**config.mk**
```make
export PLATFORM = sky130hd
export DESIGN_NAME = fsdith_ram
export DESIGN_NICKNAME = d
export VERILOG_FILES = /design/src/sv/fsdith_ram.sv
export SDC_FILE = /design/constraint.sdc
export NUM_CORES = 1
export LEC_CHECK = 0
export BUFFER_PORTS_ARGS = -buffer_cell sky130_fd_sc_hd__buf_2
export CORE_MARGIN = 2
export CORE_UTILIZATION = 54
export DETAILED_ROUTE_END_ITERATION = 6
export PLACE_DENSITY = 0.84
export SLEW_MARGIN = 20
export SYNTH_ARGS = -nofsm -noshare
export SYNTH_HDL_FRONTEND = slang
export SYNTH_SLANG_ARGS = --single-unit
```
**constraint.sdc**
```tcl
create_clock -name clk_i -period 1.9 [get_ports clk_i]
set_clock_uncertainty 0.2 [all_clocks]
set_input_delay 0.38 -clock clk_i [delete_from_list [all_inputs] [get_ports clk_i]]
set_output_delay 0.38 -clock clk_i [all_outputs]
set_load 0.02 [all_outputs]
```
**src/sv/fsdith_ram.sv**
```systemverilog
// Generic simple dual-port RAM: one write port, one read port, registered read.
// No dependencies.
`default_nettype none

module fsdith_ram #(
  parameter int Width = 8,
  parameter int Depth = 16
) (
  input  wire logic                     clk_i,
  input  wire logic                     we_i,
  input  wire logic [$clog2(Depth)-1:0] waddr_i,
  input  wire logic [Width-1:0]         wdata_i,
  input  wire logic                     re_i,
  input  wire logic [$clog2(Depth)-1:0] raddr_i,
  output logic      [Width-1:0]         rdata_o
);

  logic [Width-1:0] mem_q [Depth];

  always_ff @(posedge clk_i) begin
    if (we_i) begin
      mem_q[waddr_i] <= wdata_i;
    end
  end

  // Read returns the contents before a write to the same address in that cycle.
  always_ff @(posedge clk_i) begin
    if (re_i) begin
      rdata_o <= mem_q[raddr_i];
    end
  end

endmodule

`default_nettype wire

```
==> results.md <==
- Crit Path Max Fanout: 1
- Yosys reg bits: 136
- Initial drt markers: 275
- PwrDens: 1110 nW/um2
- H-tree lvl count: 4
- Antenna Cells: 0
- Yosys cell types: 18
- HPWL Detailed: between 6000 and 7000 um
- Warnings from Yosys: 0
- Die H: roughly 100 um
- Post-Route WL: 10200 um
- Vias in the first global route: about 2500
- Placed inst area: 5650 um2
- Final GP Congestion: about 0.77
- Period minus WS final: roughly 1800 ps
- Multi-input gate area: ~1100 um2
- Max Fclk: 559 MHz
- Row Count: 35
- CTS tree: yes
- Initial antenna violation count: 0
- Total die area: roughly 10000 um2
- I/O Buffers: 26
- Synth Instances: between 200 and 250
- Post-CTS setup buffers: 0
- Global-route wire length before repair: ~16000 um
- Worst Tran Pin Value: 683 ps
- Register area: 4080 um2
- Initial core utilization: 56.0%
- Slew Limit Fails: 0
- Gr usage total: about 22%
- TritonCTS buffer count: 17
- Worst Hold Margin: between 20 and 30 ps
- RSZ-0062 raised after global routing: no
- Area Growth Syn to Fin: 19.3%
- Peak VDD IR: around 0.74 mV
- Worst hold path class: input pin to flop
- Part of the cycle the worst path needs: approximately 94%
- Drt pass-1 iters: 4
- Vias: roughly 2500
- Worst Setup Start Kind: flop
- Largest net degree at the start of global routing: 17
- Total Neg Setup Slack: 0 ps
- Grt ovf: 0
- CP required: 1970 ps
- Clock transition at the registers of the reported paths: roughly 60 ps
- Clock Path Buffers: 2
- Endpoints failing setup: 0
- Worst EP arrival: around 1900 ps
- Max_slew headroom: 54.3%
- Status: complete, no violations
- Routed len/inst: ~24 um
- Fin area: 6240 um2
- DIE WIDTH: a little over 100 um
- Fin. Hold Viols: 0
- DRT antenna net count: 0
- Clk sink count: ~140
- Cell Area, Synth: approximately 5200 um2
- Drt drc: 0
- Vias per cell: slightly below 6
- Mapped Avg Cell Area: around 23 um2
- LEAKAGE: around 2.1 nW
- Total power: between 6 and 7 mW
- Max Cap Violations: 0
- Worst-Skew Late Latency: roughly 520 ps
- Hold Buf Count CTS: 0
- PostCTS Resize Cnt: 0
- Fill cells: 575
- Root buffer cell: clkbuf_8
- Syn Nets: around 250
- Setup crit end kind: flop
- Ratio of cells with drive above 1 in the final layout: around 33%
- Io pins: 27
- Register area share after synthesis: 78.1%
- Core Area: about 9300 um2
- Setup CP Type: flop to flop
- Final #Nets: 306
- Fin util: roughly 67%
-- cells in the mapped netlist (all sizes together) --
| master | count | area share, % |
|---|---|---|
| edfxtp | 136 | 78 |
| mux4 | 32 | 15 |
| a22oi | 16 | 2.3 |
| nor2 | 13 | 0.93 |
| nand2 | 9 | 0.65 |
| buf | 7 | 1.1 |
| nor3 | 4 | 0.38 |
| clkdlybuf4s25 | 3 | 0.57 |
| nand2b | 2 | 0.24 |
| nand3b | 2 | 0.29 |
| and2 | 1 | 0.12 |
| and2b | 1 | 0.14 |
| nand3 | 1 | 0.096 |
| nor2b | 1 | 0.12 |
| or3b | 1 | 0.17 |
-- state kept, by name, summed over array words and instances, names as in the netlist --
| signal | cells |
|---|---|
| rdata_o | 8 |
| mem_q | 128 |
-- final cells by class --
class / instances / share of cell area (%)
Timing Repair Buffer: 49 / 5.46
Sequential cell: 136 / 65.5
Clock buffer: 17 / 6.64
Clock inverter: 15 / 2.83
Tap cell: 129 / 2.59
Multi-Input combinational cell: 83 / 17.0
-- per-layer routing --
metal / GRT usage (%) / routed length [um]
met4: 9.03 / 183
met1: 31.9 / 4420
met3: 5.95 / 642
met2: 32.4 / 4970
met5: 0 / 0
-- power by group --
part	total, mW	switching (mW)	internal, mW
Combinational	0.335	0.195	0.141
Sequential	3.40	0.0201	3.38
Clock	3.22	1.22	2.00
Total	6.95	1.43	5.52
-- final timing paths --
| path | start | end | slack (ps) | cells after the start |
|---|---|---|---|---|
| worst max-delay path | mem_q[2][6] | rdata_o[6] | 110 | 3 |
| worst min-delay path | re_i | rdata_o[6] | 30 | 1 |
| worst max register to register | mem_q[2][6] | rdata_o[6] | 110 | 3 |
| worst min register to register | mem_q[13][1] | rdata_o[1] | 560 | 3 |
-- critical path, cell delays in order (launching register included) --
cell      delay, ps
edfxtp_1        440
mux4_2          530
a22oi_1         280
nand2_1          80
-- cells by family (layout without fill, tap and decap cells) --
family	count (synthesis)	in the layout	synth area share, %
multiplexers	32	32	14.8
flip-flops	136	136	78.1
AND/OR/NAND/NOR	35	35	3.14
AO/OA/AOI/OAI	16	16	2.30
buffers and inverters	10	81	1.65
-- through the flow --
stage	cells	setup WS, ps
finish	429	111
floorplan	229	37.6
global placement	397	-223
CTS	429	73.0
global route	429	42.9
detailed placement	397	-250
-- placed cells by master, fill, tap and decap left out --
master and n:
nand3_1 1, nor2_1 13, edfxtp_1 136, nor3_1 3, clkinv_1 2, nor2b_1 1
clkinvlp_4 4, and2b_1 1, bufinv_16 3, nand2b_1 2, nand3b_1 2, buf_4 20
or3b_2 1, clkbuf_8 1, nor3_2 1, clkinv_4 2, clkbuf_16 16, and2_1 1
nand2_1 9, inv_6 3, clkinv_2 1, mux4_1 14, buf_2 26, mux4_2 18
a22oi_1 16, buf_12 3
(Power assumes the default switching activity.)
