--- src/sv/fsdith_pkg.sv ---
// Shared types, constants and helpers for the Floyd-Steinberg RGB222 dither.
// No dependencies; imported by fsdith_chan and the top level.
`default_nettype none

package fsdith_pkg;

  // Configuration port.
  localparam int CfgW    = 11;
  localparam int CfgIdxW = 1;
  localparam logic [CfgIdxW-1:0] CfgFrameWidth  = 1'b0;
  localparam logic [CfgIdxW-1:0] CfgFrameHeight = 1'b1;
  localparam logic [CfgW-1:0]    FrameSizeReset = 11'd1024;

  // Default frame limits.
  localparam int DefMaxWidth  = 1024;
  localparam int DefMaxHeight = 1024;

  // Number formats: errors and adjusted values carry four fraction bits.
  localparam int NumChan  = 3;
  localparam int FracBits = 4;
  localparam int ErrW     = 11;
  localparam int FxW      = 14;
  localparam int ClampW   = 12;
  localparam int ProdW    = 14;
  localparam logic [ClampW-1:0] FxMax = 12'd4080;

  // Quantizer thresholds on the integer channel value and the level step.
  localparam logic [7:0] Thr1      = 8'd43;
  localparam logic [7:0] Thr2      = 8'd128;
  localparam logic [7:0] Thr3      = 8'd213;
  localparam logic [7:0] LevelStep = 8'd85;

  // Diffusion weights in sixteenths.
  localparam int WeightRight      = 7;
  localparam int WeightBelowLeft  = 3;
  localparam int WeightBelow      = 5;
  localparam int WeightBelowRight = 1;

  typedef logic signed [ErrW-1:0] err_t;

  typedef struct packed {
    logic [7:0] in_red;
    logic [7:0] in_green;
    logic [7:0] in_blue;
  } pix_in_t;

  typedef struct packed {
    logic [5:0] colour_code;
    logic [7:0] out_red;
    logic [7:0] out_green;
    logic [7:0] out_blue;
    logic       frame_done;
  } pix_out_t;

  // Per-channel result of the quantizer: level and the four error shares.
  typedef struct packed {
    logic [1:0] level;
    err_t       e_right;
    err_t       e_below_left;
    err_t       e_below;
    err_t       e_below_right;
  } chan_res_t;

  function automatic logic [7:0] level_to_val(input logic [1:0] lvl);
    return {6'b000000, lvl} * LevelStep;
  endfunction

endpackage

`default_nettype wire

--- src/sv/fsdith_chan.sv ---
// One color channel of the dither: error add, clamp, quantize, error shares.
// Depends on fsdith_pkg.
`default_nettype none

module fsdith_chan (
  input  wire logic [7:0]            pix_i,
  input  wire fsdith_pkg::err_t      carry_i,
  input  wire fsdith_pkg::err_t      above_i,
  output fsdith_pkg::chan_res_t      res_o
);
  import fsdith_pkg::*;

  logic signed [FxW-1:0]   fx;
  logic [ClampW-1:0]       fx_clamped;
  logic [7:0]              val;
  logic [1:0]              level;
  logic signed [ClampW:0]  err_wide;
  logic signed [ProdW-1:0] err_ext;
  logic signed [ProdW-1:0] prod_right;
  logic signed [ProdW-1:0] prod_below_left;
  logic signed [ProdW-1:0] prod_below;

  always_comb begin
    fx = $signed({2'b00, pix_i, 4'b0000}) + FxW'(carry_i) + FxW'(above_i);

    if (fx < 0) begin
      fx_clamped = '0;
    end else if (fx > $signed({2'b00, FxMax})) begin
      fx_clamped = FxMax;
    end else begin
      fx_clamped = fx[ClampW-1:0];
    end

    // Truncate to the integer value and pick the nearest level.
    val = fx_clamped[ClampW-1:FracBits];
    if (val >= Thr3) begin
      level = 2'd3;
    end else if (val >= Thr2) begin
      level = 2'd2;
    end else if (val >= Thr1) begin
      level = 2'd1;
    end else begin
      level = 2'd0;
    end

    err_wide = $signed({1'b0, fx_clamped}) - $signed({1'b0, level_to_val(level), 4'b0000});
    err_ext  = ProdW'(err_wide);

    prod_right      = err_ext * ProdW'(WeightRight);
    prod_below_left = err_ext * ProdW'(WeightBelowLeft);
    prod_below      = err_ext * ProdW'(WeightBelow);

    // Arithmetic shifts give floor division by sixteen.
    res_o.level         = level;
    res_o.e_right       = ErrW'(prod_right >>> FracBits);
    res_o.e_below_left  = ErrW'(prod_below_left >>> FracBits);
    res_o.e_below       = ErrW'(prod_below >>> FracBits);
    res_o.e_below_right = ErrW'((err_ext * ProdW'(WeightBelowRight)) >>> FracBits);
  end

endmodule

`default_nettype wire

--- config.mk ---
export PLATFORM = sky130hd
export DESIGN_NAME = fsdith_chan
export DESIGN_NICKNAME = d
export VERILOG_FILES = /design/src/sv/fsdith_pkg.sv /design/src/sv/fsdith_chan.sv
export SDC_FILE = /design/constraint.sdc
export NUM_CORES = 1
export LEC_CHECK = 0
export ABC_AREA = 1
export BUFFER_PORTS_ARGS = -buffer_cell sky130_fd_sc_hd__clkbuf_2
export CELL_PAD_IN_SITES_DETAIL_PLACEMENT = 1
export CELL_PAD_IN_SITES_GLOBAL_PLACEMENT = 2
export CORE_MARGIN = 5
export CORE_UTILIZATION = 34
export DETAILED_ROUTE_END_ITERATION = 8
export PLACE_DENSITY = 0.88
export SLEW_MARGIN = 30
export SYNTH_ARGS = -nofsm -noshare
export SYNTH_HDL_FRONTEND = slang
export SYNTH_SLANG_ARGS = --single-unit
--- constraint.sdc ---
create_clock -name vclk -period 30.4
set_input_delay 7.6 -clock vclk [all_inputs]
set_output_delay 7.6 -clock vclk [all_outputs]
set_load 0.01 [all_outputs]
==> results.yml <==
sta:
  tns_ns: 0
  timing_max_transition_violations_final: 0
  layout_min_cycle_time_ns: 21.92
  share_of_the_clock_period_used_by_the_worst_path_after_layout_pct: 72.10
  grt_setup_unrepaired: "false"
  worst_slew_margin_rel_pct: 51.81
  actual_slew_at_the_worst_max_slew_pin_ns: 0.7203
  final-setup-viol-count: 0
  count_of_final_hold_check_violations: 0
  clock.fmax_mhz: 45.62
final_layout:
  sequential_cell_count: 0
  post_route_cells_drive_above_1_share_pct: 17.11
  num-fill-cells: 1403
  final_core_utilization_pct: 39.32
  layout.cells.most_common_list: "nand2_1, inv_1, ha_1"
  n_antenna_cell: 0
  fin_nets: 727
  multi_input_combinational_cell_area_um2: 3053
  layout_commonest_cell: "nand2_1"
  clock_buffers: 0
  register_area_um2: 0
  syn2layout_area_growth_pct: 14.44
floorplan:
  die-width_um: 111.5
  io_pins: 76
  design.die.area_um2: 12420
  fp.dieH_um: 111.5
  initial_utilization_pct: 34.36
  core-area_um2: 10180
  placementRows: 37
global_routing:
  grt_pass1_wl_mm: 17.22
  antenna_violations_before_repair: 0
  gr-total-overflow: 0
  grt_max_degree: 14
  track_usage_pct: 15.73
  via_count_of_the_first_global_routing_pass: 3756
detailed_routing:
  ant_nets: 0
  routed_wl_mm: 9.704
  drt_iter0_markers: 124
  num_vias: 3488
  drcViolationCount: 0
  post_drt_via_cell_ratio: 4.765
  avgRoutedWirePerCell_um: 13.26
  drtPass1Iterations: 4
synth:
  yosys_warnings: 0
  postSynthAreaPerCell_um2: 6.653
  synth_area_um2: 3500
  synth_sequential_area_ratio_pct: 0
  synthCells: 526
  synth.lib_cells_used.distinct: 35
  syn_nets: 655
status:
  run_status: "finished, final reports clean"
flow_run:
  cap_violations: 0
critical_path:
  crit_path_max_incr_delay_ns: 0.59
  arrival_ns: 14.32
  crit_path_end_kind: "output port"
  critical_path_class: "input pin to output port"
  cp_data_required_time_ns: 22.80
  path_max_fanout: 6
  crit_path_frequent_cell: "nand2_1"
  cp-start-kind: "input pin"
  critical_path.slowest_cell: "xor2_1"
place:
  globalplace.congestion: 0.8050
  numPortBuffers: 76
  post-dp-hpwl_mm: 8.948
clock_network:
  post_cts_setup_buffer_count: 0
  number_of_gates_resized_after_cts: 0
  cts_hold_buf: 0
hold_path:
  holdCritPathClass: "input pin to output port"
[area by class of cell]
class,instances,share of cell area (%)
inverter,107,10.03
tap,136,4.249
timing repair buffer,76,9.497
multi-input combinational,413,76.23
[critical path, delay by kind of cell]
| kind | cells | cell delay (ns) |
|---|---|---|
| simple gates | 16 | 1.68 |
| xor+xnor | 2 | 0.75 |
| fa+ha+maj | 7 | 2.55 |
| buf+inv | 9 | 0.60 |
| compound gates | 6 | 1.11 |
[metal layers]
layer / vias to the layer above / routed length [um] / track usage, %
met5: - / 0 / 0
met4: 0 / 0 / 0.08110
met3: 0 / 203 / 0.5978
met2: 37 / 4510 / 27.82
met1: 1625 / 4991 / 22.65
li1: 1826 / - / -
[logic make-up after synthesis]
logic type | count (synthesis) | synth area share, %
buf+inv | 113 | 12.76
xor+xnor | 34 | 8.509
compound gates | 55 | 9.582
fa+ha+maj | 99 | 40.11
simple gates | 225 | 29.03
[worst paths after layout]
path / slack (ns) / to / startpoint / cells after the start
worst max-delay path: 8.48 / res_o[40] / pix_i[0] / 40
worst min-delay path: 15.98 / res_o[45] / above_i[10] / 7
[stage by stage]
step	setup slack, ns	hold slack, ns	instances	area, um^2
3_5_place_dp	8.441	16.00	732	4005
2_1_floorplan	9.429	15.66	526	3500
6_report	8.482	15.98	732	4005
4_1_cts	8.441	16.00	732	4005
3_3_place_gp	8.572	15.97	732	4005
5_1_grt	7.790	16.09	732	4005
[synthesized netlist by cell type, types with 6 or more instances]
cell	instances	share of area [%]
nor2_1	22	2.4
xor2_1	28	7.0
inv_1	101	11
inv_2	6	0.64
fa_1	22	13
a21oi_1	28	4.0
xnor2_1	6	1.5
nand2_1	132	14
nand2_2	6	1.1
nand4_1	12	2.1
ha_1	77	28
nand3_1	33	4.7
buf_4	6	1.3
Power is left out: the tool's default activity adds up to more than one toggle a clock period on the data nets, which glitch-free logic cannot reach.
